**src/sv/bb3_pkg.sv**
```systemverilog
package bb3_pkg;

	localparam int DEF_MAX_WIDTH  = 1024;
	localparam int DEF_MAX_HEIGHT = 4096;
	localparam int QDEPTH         = 4;

	localparam logic CFG_WIDTH  = 1'b0;
	localparam logic CFG_HEIGHT = 1'b1;

	// Result kinds of one pixel, in emission order.
	localparam int EM_MID_UP  = 0;
	localparam int EM_MID_CUR = 1;
	localparam int EM_END_UP  = 2;
	localparam int EM_END_CUR = 3;

	typedef struct packed {
		logic [7:0] in_red;
		logic [7:0] in_green;
		logic [7:0] in_blue;
	} in_pix_t;

	typedef struct packed {
		logic [7:0]  out_red;
		logic [7:0]  out_green;
		logic [7:0]  out_blue;
		logic [11:0] out_row;
		logic [9:0]  out_col;
		logic        frame_done;
	} out_pix_t;

	typedef struct packed {
		logic [2:0][2:0][23:0] win;
		logic [3:0]            emit;
		logic                  top_ok;
		logic                  up_ok;
		logic                  left2;
		logic                  left1;
		logic [11:0]           row_up;
		logic [11:0]           row_cur;
		logic [9:0]            col_mid;
		logic [9:0]            col_end;
	} job_t;

endpackage

```
**src/sv/bb3_fifo.sv**
```systemverilog
module bb3_fifo (
	input  logic          clk,
	input  logic          arst_n,
	input  logic          push,
	input  bb3_pkg::job_t push_data,
	input  logic          pop,
	output bb3_pkg::job_t head,
	output logic          full,
	output logic          empty
);

	localparam int AW = $clog2(bb3_pkg::QDEPTH);

	bb3_pkg::job_t mem_q [bb3_pkg::QDEPTH];
	logic [AW-1:0] wptr_q, rptr_q;
	logic [AW:0]   count_q;

	assign full  = count_q == (AW+1)'(bb3_pkg::QDEPTH);
	assign empty = count_q == '0;
	assign head  = mem_q[rptr_q];

	always_ff @(posedge clk) begin
		if (push) begin
			mem_q[wptr_q] <= push_data;
		end
	end

	always_ff @(posedge clk or negedge arst_n) begin
		if (!arst_n) begin
			wptr_q  <= '0;
			rptr_q  <= '0;
			count_q <= '0;
		end else begin
			if (push) begin
				wptr_q <= wptr_q + 1'b1;
			end
			if (pop) begin
				rptr_q <= rptr_q + 1'b1;
			end
			if (push && !pop) begin
				count_q <= count_q + 1'b1;
			end else if (pop && !push) begin
				count_q <= count_q - 1'b1;
			end
		end
	end

endmodule

```
**config.mk**
```make
export PLATFORM = sky130hd
export DESIGN_NAME = bb3_fifo
export DESIGN_NICKNAME = d
export VERILOG_FILES = /design/src/sv/bb3_pkg.sv /design/src/sv/bb3_fifo.sv
export SDC_FILE = /design/constraint.sdc
export NUM_CORES = 1
export LEC_CHECK = 0
export ABC_CLOCK_PERIOD_IN_PS = 23200
export BUFFER_PORTS_ARGS = -buffer_cell sky130_fd_sc_hd__buf_4
export CAP_MARGIN = 5
export CORE_ASPECT_RATIO = 0.8
export CORE_MARGIN = 2
export CORE_UTILIZATION = 30
export CTS_CLUSTER_DIAMETER = 80
export DETAILED_ROUTE_END_ITERATION = 7
export GPL_TIMING_DRIVEN = 0
export HOLD_SLACK_MARGIN = 0.15
export MAX_ROUTING_LAYER = met4
export PLACE_DENSITY = 0.59
export SYNTH_ARGS = -nofsm -noshare
export SYNTH_HDL_FRONTEND = slang
export SYNTH_SLANG_ARGS = --single-unit
```
**constraint.sdc**
```tcl
create_clock -name clk -period 23.2 [get_ports clk]
set_clock_uncertainty 0.05 [all_clocks]
set_input_delay 1.16 -clock clk [delete_from_list [all_inputs] [get_ports clk]]
set_output_delay 1.16 -clock clk [all_outputs]
set_load 0.05 [all_outputs]
```
==> results <==
- The CTS tree is done.
- The post-route worst hold slack is 0.449 ns.
- The sequential share of power is 35.2%.
- The root cell of the clock tree is sky130_fd_sc_hd__clkbuf_16.
- Routability-driven placement finished with a final weighted congestion of 0.758.
- The number of search-and-repair iterations in the first detailed-routing pass is 5.
- The launch point of the worst path is rptr_q[1].
- Entering global routing, the biggest net connects 59 pins.
- In the synthesized netlist the dominant register cell turns out to be sky130_fd_sc_hd__edfxtp_1.
- The area of the multi-input gates is 6250 um^2.
- The category of the critical setup timing path is flop to output port.
- Across every metal layer, demand over resource in global routing totals 13.0%.
- In the routed design, unresolved DRC markers number 0.
- The post-synthesis sequential element count is 1,079.
- The number of pins with negative max-slew slack in the final report was 0.
- The area inside the core boundary is 129,000 um^2.
- The number of nets with antenna violations after detailed routing is 0.
- The final critical path time including I/O delays and setup is 4.42 ns.
- The maximum single-stage delay on the critical path is 0.78 ns.
- The number of standard cells after synthesis is 1,434.
- The number of antenna violations at the first check in global routing is 8.
- The maximum frequency from static timing analysis is 0.226 GHz.
- The endpoint arrival time on the critical path is 3.21 ns.
- The mapped netlist covers 39,100 um^2.
- The first global-routing pass estimated 125,000 um of wire.
- The worst reg2reg path startpoint is wptr_q[1].
- The worst hold-check path type is flop to flop.
- The overall overflow remaining after global route is 0.
- For this run, global-route usage on met2 was measured as 21.1%.
- The initial utilization of the core area, before any placement, comes to 30.2%.
- sky130_fd_sc_hd__edfxtp_1 takes more of the synthesized area than any other cell.
- Once the clock tree was built, the setup fixing pass inserted 0 buffers.
- The count of buffers added on input and output ports is 541.
- The nature of the critical path endpoint is an output port.
- On the critical path, the stage with the largest delay is an instance of sky130_fd_sc_hd__clkbuf_1.
- The count of synthesis-stage warnings from yosys is 0.
- The most repeated library cell on the critical path is sky130_fd_sc_hd__buf_2.
- The normalized max-slew margin is 33.8%.
- sky130_fd_sc_hd__edfxtp_1 is the most common cell in the netlist.
- The number of enable flip-flop cells after synthesis is 1,072.
- The via total after detailed routing is 17,502.
- The die covers 133,000 um^2.
- Averaged over all synthesized cells, the footprint is 27.2 um^2.
- The filler cells instantiated in the layout total 11,578.
- The number of max-capacitance violations reported is 0.
- The number of DRC markers after the initial detailed-route iteration is 1,193.
- The flow ran to the end, and the final reports show no timing, DRC or antenna violations.
- The leakage power summed over all cells is 16.7 nW.
- The horizontal die dimension is 407 um.
- The total power after layout is 7.43 mW.
- Ranked by instance count, the synthesized netlist is headed by 1,072 x sky130_fd_sc_hd__edfxtp_1, 268 x sky130_fd_sc_hd__mux4_2, 30 x sky130_fd_sc_hd__buf_2.
- The clock-pin slew reported for the worst setup and hold paths after clock tree synthesis is 0.06 ns.
- The total power per unit cell area is 150 nW/um^2.
- The post-route fraction of the period consumed by the critical path is 19.0%.
- The summed area of non-filler cells in the final layout is 49,600 um^2.
- The via count of the first global-routing pass is 19,001.
- After detailed routing, the average wire length per cell comes to 21.6 um.
- The final sum of negative setup slack is 0 ns.
- Using the TritonRoute via totals, the vias-per-cell ratio works out to 4.43.
- Cells with a size suffix above 1 make up 48.0% of the layout.
- The busiest layer in global routing is met2.
- Setup violations remaining at the end of the flow were counted as 0.
- The share of async-settable or async-resettable flops after synthesis is 0.649%.
- The worst ir drop on vdd is 0.100 mV.
- The final routed wirelength across all metal layers is 85,300 um.
- The worst flop-to-flop path endpoint is mem_q[1][138].
- The slack of the worst reg-to-reg path is 20.45 ns.
- The final layout contains 2,383 nets.
- The distinct cell type count of the synthesized netlist is 19.
- The half-perimeter wire length after placement is 56,900 um.
- The internal power of the cells totals 4.62 mW.
- The share of the Yosys chip area taken by registers is 82.9%.
- The number of buffers created by CTS is 107.
- The total number of placement rows is 118.
- The required time at the endpoint of the critical path is 21.99 ns.
- The portion of synthesized cell area occupied by the leading cell type is 82.4%.
- The signal on the critical path passes through buf_2, clkbuf_1, buf_2, mux4_2, buf_4.
- For the pin with the worst max-slew slack, the measured transition is 0.993 ns.
- The clock tree buffer depth is 3.
- In this run, the clock network consumes 24.4% of the power.
- Setup repair after global routing left no endpoint under its margin.
- The storage element area is 32,400 um^2.
- Sorting the synthesized cells by area gives the leading types as sky130_fd_sc_hd__edfxtp_1 82%, sky130_fd_sc_hd__mux4_2 15%, sky130_fd_sc_hd__buf_6 0.66%.
- Per report_power, the combinational group accounts for 40.5% of the total.
- For this design the top-level I/O count stands at 542.
- For this design, the sink count on the clock tree is 1,079.
- Synthesis produced a netlist with a net count of 1,712.
- For met3 alone, demand over resource in global routing was 4.88%.
- The depth of the CTS H-tree is 3.
- The worst setup path is launched from a flop.
- In this run the vertical extent of the chip is 327 um.
- The placed instances occupy a cell area of 45,900 um^2.
- From synthesis to final layout, the design area changed by 27.1%.
- Net switching is 37.8% of the power.
- In this run the power spent charging and discharging nets is 2.81 mW.
- The count of endpoints failing hold in the final timing report is 0.
- The endpoint of the worst setup timing path is head[174].
- The met1 layer usage reported by global route is 15.2%.
- Clock latency on the worst-skew pair, taken at its later pin, is 0.72 ns.
- For the worst flop-to-flop path, the logic depth is 6.
- Of all nets on the critical path, the largest fanout is 10.
metrics by stage:
stage / setup slack, ns / util [%] / std cells
3_5_place_dp: 19.27 / 35.5 / 3735
6_report: 18.78 / 38.4 / 3948
3_3_place_gp: 10.14 / 35.0 / 3715
5_1_grt: 18.48 / 38.4 / 3947
4_1_cts: 18.45 / 38.4 / 3940
2_1_floorplan: 15.27 / - / 1434
cells by family after synthesis:
family	count (synthesis)	synth area share, %
AOI/OAI and AO/OA	1	0.0128
xor gates and xnor gates	6	0.135
adders and majority gates	6	0.211
buffers and inverters	64	1.16
DFF	1079	82.9
muxes	269	15.5
and+or+nand+nor	9	0.125
power groups by stage:
stage | registers, mW | logic (mW) | clock network (mW)
2_1_floorplan | 2.74 | 2.09 | 0
3_3_place_gp | 2.85 | 2.99 | 0
3_5_place_dp | 2.66 | 3.07 | 0
4_1_cts | 2.62 | 3.08 | 1.86
5_1_grt | 2.64 | 3.15 | 1.93
6_report | 2.61 | 3.00 | 1.81
sequential cells by signal, indices dropped and copies added, names as in the netlist:
signal / flops
mem_q: 1072
count_q: 3
rptr_q: 2
wptr_q: 2
worst max-delay path, delay by kind of cell, from the launching register on:
family	cells	cell delay, ns
buffers and inverters	4	1.79
muxes	1	0.36
DFF	1	0.31
timing repair:
item,4_1_cts,5_1_grt
endpoints found under the hold margin,7,0
gates resized for setup,0,0
hold buffers,1,0
how the worst min path moves through the flow:
stage | startpoint | end | slack [ns] | depth (start not counted)
floorplan | count_q[2] | count_q[2] | 0.41 | 1
global placement | count_q[2] | count_q[2] | 0.44 | 1
detailed placement | count_q[2] | count_q[2] | 0.43 | 1
CTS | count_q[2] | count_q[2] | 0.44 | 1
global route | count_q[2] | count_q[2] | 0.48 | 1
finish | count_q[2] | count_q[2] | 0.45 | 1
cells in the final DEF, fill, tap and decap left out:
cell,n
sky130_fd_sc_hd__buf_4,542
sky130_fd_sc_hd__inv_8,4
sky130_fd_sc_hd__o21ai_0,1
sky130_fd_sc_hd__buf_2,30
sky130_fd_sc_hd__inv_1,4
sky130_fd_sc_hd__dfrtp_1,7
sky130_fd_sc_hd__xor2_1,4
sky130_fd_sc_hd__nor3_1,1
sky130_fd_sc_hd__diode_2,8
sky130_fd_sc_hd__nor2_1,1
sky130_fd_sc_hd__clkinv_1,22
sky130_fd_sc_hd__fa_1,1
sky130_fd_sc_hd__ha_1,5
sky130_fd_sc_hd__mux4_2,268
sky130_fd_sc_hd__mux2_2,1
sky130_fd_sc_hd__buf_16,20
sky130_fd_sc_hd__inv_16,3
sky130_fd_sc_hd__clkinv_8,3
sky130_fd_sc_hd__edfxtp_1,1072
sky130_fd_sc_hd__bufinv_16,18
sky130_fd_sc_hd__xnor2_1,2
sky130_fd_sc_hd__clkinv_2,18
sky130_fd_sc_hd__clkbuf_1,20
sky130_fd_sc_hd__clkinv_4,5
sky130_fd_sc_hd__dlygate4sd3_1,1
sky130_fd_sc_hd__clkbuf_16,108
sky130_fd_sc_hd__clkinvlp_4,5
sky130_fd_sc_hd__inv_6,4
sky130_fd_sc_hd__and2_4,4
sky130_fd_sc_hd__nor3b_1,1
sky130_fd_sc_hd__nand2_1,2
sky130_fd_sc_hd__buf_6,23
metal layers:
layer / vias to the layer above / wire [um]
li1: 7636 / -
met1: 9236 / 33900
met2: 509 / 42500
met3: 121 / 7230
met4: 0 / 1650
met5: - / 0
layout make-up:
type	instances	area share, %
sequential	1079	65.2
tap	1740	4.39
antenna	8	0.0403
multi-input combinational	291	12.6
inverter	4	0.0303
clock inverter	82	1.98
buffer	60	0.885
clock buffer	122	5.55
timing repair buffer	562	9.31
No activity file was read; power rests on OpenSTA's default activity.
