**src/sv/bb3_pkg.sv**
```systemverilog
package bb3_pkg;

	localparam int DEF_MAX_WIDTH  = 1024;
	localparam int DEF_MAX_HEIGHT = 4096;
	localparam int QDEPTH         = 4;

	localparam logic CFG_WIDTH  = 1'b0;
	localparam logic CFG_HEIGHT = 1'b1;

	// Result kinds of one pixel, in emission order.
	localparam int EM_MID_UP  = 0;
	localparam int EM_MID_CUR = 1;
	localparam int EM_END_UP  = 2;
	localparam int EM_END_CUR = 3;

	typedef struct packed {
		logic [7:0] in_red;
		logic [7:0] in_green;
		logic [7:0] in_blue;
	} in_pix_t;

	typedef struct packed {
		logic [7:0]  out_red;
		logic [7:0]  out_green;
		logic [7:0]  out_blue;
		logic [11:0] out_row;
		logic [9:0]  out_col;
		logic        frame_done;
	} out_pix_t;

	typedef struct packed {
		logic [2:0][2:0][23:0] win;
		logic [3:0]            emit;
		logic                  top_ok;
		logic                  up_ok;
		logic                  left2;
		logic                  left1;
		logic [11:0]           row_up;
		logic [11:0]           row_cur;
		logic [9:0]            col_mid;
		logic [9:0]            col_end;
	} job_t;

endpackage

```
**src/sv/bb3_back.sv**
```systemverilog
module bb3_back (
	input  logic              clk,
	input  logic              arst_n,
	input  bb3_pkg::job_t     head,
	input  logic              q_empty,
	output logic              pop,
	output logic              out_valid,
	input  logic              out_stall,
	output bb3_pkg::out_pix_t out_data
);

	// Divisors 6, 12 and 18 are a shift followed by a reciprocal multiply by 1/3 or 1/9,
	// exact for every numerator that a 3x3 window of 8-bit values can produce.
	function automatic logic [7:0] round_mean(input logic [12:0] num, input logic [3:0] n);
		logic [12:0] q;
		logic [25:0] p;
		p = '0;
		case (n)
			4'd1: begin
				q = num >> 1;
			end
			4'd2: begin
				q = num >> 2;
			end
			4'd3: begin
				p = 26'(num[12:1]) * 26'd2731;
				q = p[25:13];
			end
			4'd4: begin
				q = num >> 3;
			end
			4'd6: begin
				p = 26'(num[12:2]) * 26'd2731;
				q = p[25:13];
			end
			default: begin
				p = 26'(num[12:1]) * 26'd3641;
				q = {2'b00, p[25:15]};
			end
		endcase
		return q[7:0];
	endfunction

	logic [3:0]  done_q, pend, selbit;
	logic        is_up, is_mid, last, issue, a_free, out_free;
	logic [2:0]  rmask, cmask;
	logic [1:0]  nr, nc;
	logic [3:0]  n;
	logic [11:0] sr, sg, sb;

	logic        valid_s1;
	logic [11:0] sr_s1, sg_s1, sb_s1;
	logic [3:0]  n_s1;
	logic [11:0] row_s1;
	logic [9:0]  col_s1;
	logic        done_s1;

	logic              out_valid_q;
	bb3_pkg::out_pix_t out_data_q;

	assign pend   = head.emit & ~done_q;
	assign selbit = pend & (~pend + 4'd1);
	assign last   = (pend & ~selbit) == 4'd0;
	assign is_up  = selbit[bb3_pkg::EM_MID_UP] || selbit[bb3_pkg::EM_END_UP];
	assign is_mid = selbit[bb3_pkg::EM_MID_UP] || selbit[bb3_pkg::EM_MID_CUR];

	assign out_free = !out_valid_q || !out_stall;
	assign a_free   = !valid_s1 || out_free;
	assign issue    = !q_empty && a_free;
	assign pop      = issue && last;

	always_comb begin
		if (is_up) begin
			rmask = head.top_ok ? 3'b111 : 3'b110;
		end else begin
			rmask = head.up_ok ? 3'b110 : 3'b100;
		end
		if (is_mid) begin
			cmask = head.left2 ? 3'b111 : 3'b110;
		end else begin
			cmask = head.left1 ? 3'b110 : 3'b100;
		end
		nr = {1'b0, rmask[0]} + {1'b0, rmask[1]} + {1'b0, rmask[2]};
		nc = {1'b0, cmask[0]} + {1'b0, cmask[1]} + {1'b0, cmask[2]};
		n  = {2'b00, nr} * {2'b00, nc};
		sr = '0;
		sg = '0;
		sb = '0;
		for (int c = 0; c < 3; c++) begin
			for (int r = 0; r < 3; r++) begin
				if (cmask[c] && rmask[r]) begin
					sr = sr + 12'(head.win[c][r][7:0]);
					sg = sg + 12'(head.win[c][r][15:8]);
					sb = sb + 12'(head.win[c][r][23:16]);
				end
			end
		end
	end

	always_ff @(posedge clk or negedge arst_n) begin
		if (!arst_n) begin
			done_q      <= '0;
			valid_s1    <= 1'b0;
			out_valid_q <= 1'b0;
		end else begin
			if (issue) begin
				done_q <= last ? 4'd0 : (done_q | selbit);
			end
			if (issue) begin
				valid_s1 <= 1'b1;
			end else if (out_free) begin
				valid_s1 <= 1'b0;
			end
			if (valid_s1 && out_free) begin
				out_valid_q <= 1'b1;
			end else if (!out_stall) begin
				out_valid_q <= 1'b0;
			end
		end
	end

	always_ff @(posedge clk) begin
		if (issue) begin
			sr_s1   <= sr;
			sg_s1   <= sg;
			sb_s1   <= sb;
			n_s1    <= n;
			row_s1  <= is_up ? head.row_up : head.row_cur;
			col_s1  <= is_mid ? head.col_mid : head.col_end;
			done_s1 <= selbit[bb3_pkg::EM_END_CUR];
		end
		if (valid_s1 && out_free) begin
			out_data_q.out_red    <= round_mean({sr_s1, 1'b0} + 13'(n_s1), n_s1);
			out_data_q.out_green  <= round_mean({sg_s1, 1'b0} + 13'(n_s1), n_s1);
			out_data_q.out_blue   <= round_mean({sb_s1, 1'b0} + 13'(n_s1), n_s1);
			out_data_q.out_row    <= row_s1;
			out_data_q.out_col    <= col_s1;
			out_data_q.frame_done <= done_s1;
		end
	end

	assign out_valid = out_valid_q;
	assign out_data  = out_data_q;

endmodule

```
**config.mk**
```make
export PLATFORM = sky130hd
export DESIGN_NAME = bb3_back
export DESIGN_NICKNAME = d
export VERILOG_FILES = /design/src/sv/bb3_pkg.sv /design/src/sv/bb3_back.sv
export SDC_FILE = /design/constraint.sdc
export NUM_CORES = 2
export LEC_CHECK = 0
export ABC_AREA = 1
export BUFFER_PORTS_ARGS = -buffer_cell sky130_fd_sc_hd__buf_4
export CAP_MARGIN = 40
export CORE_AREA = 2 2 250 252
export CTS_CLUSTER_DIAMETER = 80
export DETAILED_ROUTE_END_ITERATION = 12
export DIE_AREA = 0 0 252 254
export GPL_TIMING_DRIVEN = 1
export PLACE_DENSITY = 0.79
export SYNTH_ARGS = -nofsm -noshare
export SYNTH_HDL_FRONTEND = slang
export SYNTH_SLANG_ARGS = --single-unit
```
**constraint.sdc**
```tcl
create_clock -name clk -period 25.5 [get_ports clk]
set_input_delay 6.375 -clock clk [delete_from_list [all_inputs] [get_ports clk]]
set_output_delay 6.375 -clock clk [all_outputs]
set_load 0.02 [all_outputs]
```
==> metrics.md <==
| Metric | Value |
|---|---|
| Drt initial violations | approximately 1400 |
| CP Buf/Inv Count | 12 |
| Crit path to | sb_s1[10] |
| CTS max path bufs | 2 |
| Wirelength per Cell | 16.1 um |
| Post-synth EDFFs | 110 |
| Post-layout util | 0.612 |
| Warnings from Yosys | 0 |
| WP data arrival | roughly 15000 ps |
| Rows | 91 |
| Vias in the first global route | around 29000 |
| Final Setup Violations | 0 |
| Placed Cells | 5292 |
| Die area | 0.0640 sq mm |
| Crit path from | head[49] |
| Net Count, Synth | approximately 5600 |
| Total grt overflow | 0 |
| R2R setup slack | ~16000 ps |
| CP max FO | between 40 and 50 |
| Worst setup EP type | flop |
| Post-Place Cell Area | 0.0369 sq mm |
| Status | finished clean |
| Top cell by count, worst path | inv_1 |
| RD Place Congestion | about 0.96 |
| Commonest cells post-synth | inv_1 (851), ha_1 (758), nand2_1 (712) |
| Final ANT Viol Nets | 0 |
| Non-filler cells, final | between 5000 and 6000 |
| Die Span Y | 254 um |
| Compound-cell area share of the yosys netlist | 0.105 |
| Postcts setup bufs | 0 |
| Global Route Usage Sum | 0.275 |
| Metal3 WL | ~5.3 mm |
| Cell Area, Synth | 0.0336 sq mm |
| Mapped Avg Cell Area | 7.98 sq um |
| Final hold violation count | 0 |
| Post-Synth XOR/XNOR Area | 0.0407 |
| Fin crit share | 0.591 |
| Area share of the largest cell type after synthesis | 0.283 |
| Critical Path Max Stage Delay | 490 ps |
| Synth Register Bits | around 120 |
| Count leader, synth | inv_1 |
| Unique masters post-synth | 53 |
| Unrepaired setup endpoints after global routing | no |
| Die width | between 200 and 300 um |
| Final net count | between 5000 and 6000 |
| Clock slew at reported path FFs | around 70 ps |
| Initial antenna violation count | 10 |
| Largest family of logic cells by synthesized area | adder cells |
| Synth top area cells | ha_1 (28%), fa_1 (20%), edfxtp_1 (9.8%), inv_1 (9.5%), nand2_1 (8.0%) |
| Hold wc startpoint | row_s1[4] |
| Worst Tran Pin Value | 855 ps |
| Synthesized instance count | approximately 4200 |
| Simple-gate share of the synthesized area | 0.168 |
| Final WL | 85.9 mm |
| DRT met1 WL | 35.9 mm |
| Initial Utilization | 0.548 |
| Reg2reg end | sb_s1[10] |
| First-pass GRT wire length | 141 mm |
| Top Metal Used | met5 |
| Post-route cell area | between 0.03 and 0.04 sq mm |
| CTS H-Tree Depth | 4 |
| TNS Setup | 0 ps |
| Max-slew violations | 0 |
| Core ar. | a little over 0.06 sq mm |
| Crit path max-delay cell type | fa_1 |
| Worst path top cell family by delay | adder cells |
| Worst clock skew | about 22 ps |
| Max-cap violations | 0 |
| Reg2Reg Depth | 48 |
| Area leader, netlist | ha_1 |
| Adder and majority gate portion of the synthesized area | 0.480 |
| Data required, critical path | 25730 ps |
| # port buffers | 320 |
| Num CTS Buffers | 17 |
| Drt pass-1 iters | 5 |
| CTS Root Cell | clkbuf_16 |
| Worst-skew pair later-pin latency | around 500 ps |
| DPL Wire Length | roughly 75 mm |
| Slew HR | 0.428 |
| Area Overhead vs Synth | 11.7% |
| Vias per Instance | 5.34 |
| Seq/Total Area, Yosys | 0.103 |
| # DRC | 0 |
| Min Tclk post-route | 15060 ps |
| Layout cells sized above 1 | 0.108 |
| Largest net degree at the start of global routing | 64 |
| # IOs | around 320 |
| Clk sink count | between 100 and 150 |
| Total number of vias | 28400 |
| Achievable Freq | between 60 and 70 MHz |
| Cts repair resizes | 0 |
| Async S/R FF share, synth | 0.0517 |
| RR Startpoint | done_q[0] |
| Met2 WL | 42.3 mm |
| Hold Crit Class | reg2reg |
| Main flop type after synthesis | edfxtp_1 |
| CP Class | in2reg |
| CP startpoint kind | input port |
| CTS tree | yes |
| WP depth | 48 |
| Cts hold-fix bufs | 0 |
| Post-synthesis mux area share | 0 |
how the worst min path moves through the flow:
stage                         endpoint  depth (start not counted)  slack [ps]
final                     out_data[15]                          0         420
after global placement    out_data[14]                          0         400
after CTS                 out_data[15]                          0         420
after detailed placement  out_data[20]                          0         400
after floorplan            out_data[0]                          0         400
after global routing      out_data[12]                          0         430
placed cells by master, fill, tap and decap left out, types with 17 or more instances in the layout:
| cell | Yosys | routed |
|---|---|---|
| inv_1 | 851 | 850 |
| ha_1 | 758 | 758 |
| nand2_1 | 712 | 712 |
| buf_4 | 0 | 340 |
| fa_1 | 330 | 330 |
| a21oi_1 | 295 | 295 |
| nor2_1 | 231 | 230 |
| o21ai_0 | 210 | 210 |
| nand3_1 | 164 | 164 |
| edfxtp_1 | 110 | 110 |
| xor2_1 | 92 | 92 |
| xnor2_1 | 64 | 64 |
| nand2_2 | 32 | 32 |
| nor3_1 | 27 | 26 |
| or2_2 | 25 | 25 |
| nand4_1 | 23 | 23 |
| o22ai_1 | 23 | 23 |
| o21bai_1 | 19 | 19 |
| a21o_1 | 19 | 19 |
| nand3_2 | 18 | 18 |
| inv_2 | 16 | 17 |
| clkbuf_16 | 0 | 17 |
cell type report:
cell class,count,area (sq um)
multi-input combinational,3173,26600
fill,5313,23800
sequential,116,3450
inverter,873,3280
timing repair buffer,340,2550
tap,790,988
clock buffer,18,429
clock inverter,14,126
antenna,1,2.50
kinds of logic (layout without fill, tap and decap cells):
group           Yosys count  in the layout
compound gates          641            641
xor+xnor                156            156
fa+ha+maj              1088           1088
buf+inv                 916           1245
flops                   116            116
other cells               0              1
simple gates           1288           1288
worst reg2reg max path, delay by kind of cell, from the launching register on:
family | cells | cell delay, ps
xor+xnor | 1 | 90
flops | 1 | 400
buf+inv | 12 | 1100
fa+ha+maj | 8 | 3050
simple gates | 17 | 2910
compound gates | 10 | 1760
metrics by stage:
stage	worst slack, ps	hold WS, ps
6_report	10440	416
4_1_cts	10460	417
5_1_grt	9650	426
3_5_place_dp	9960	405
3_3_place_gp	10270	400
2_1_floorplan	10700	400
flip-flops by register name, summed over array words and instances (netlist names):
signal	flops
col_s1	10
done_q	4
done_s1	1
n_s1	4
out_data	47
out_valid	1
row_s1	12
sb_s1	12
sg_s1	12
sr_s1	12
valid_s1	1
per-layer routing:
| layer | GRT usage | vias up |
|---|---|---|
| met5 | 0 | - |
| met4 | 0.0872 | 18 |
| met3 | 0.0620 | 151 |
| met1 | 0.327 | 13300 |
| li1 | - | 14400 |
| met2 | 0.490 | 634 |
Power is not shown: default switching activity piles up to over one toggle a cycle in this logic, so the estimate is an artifact.
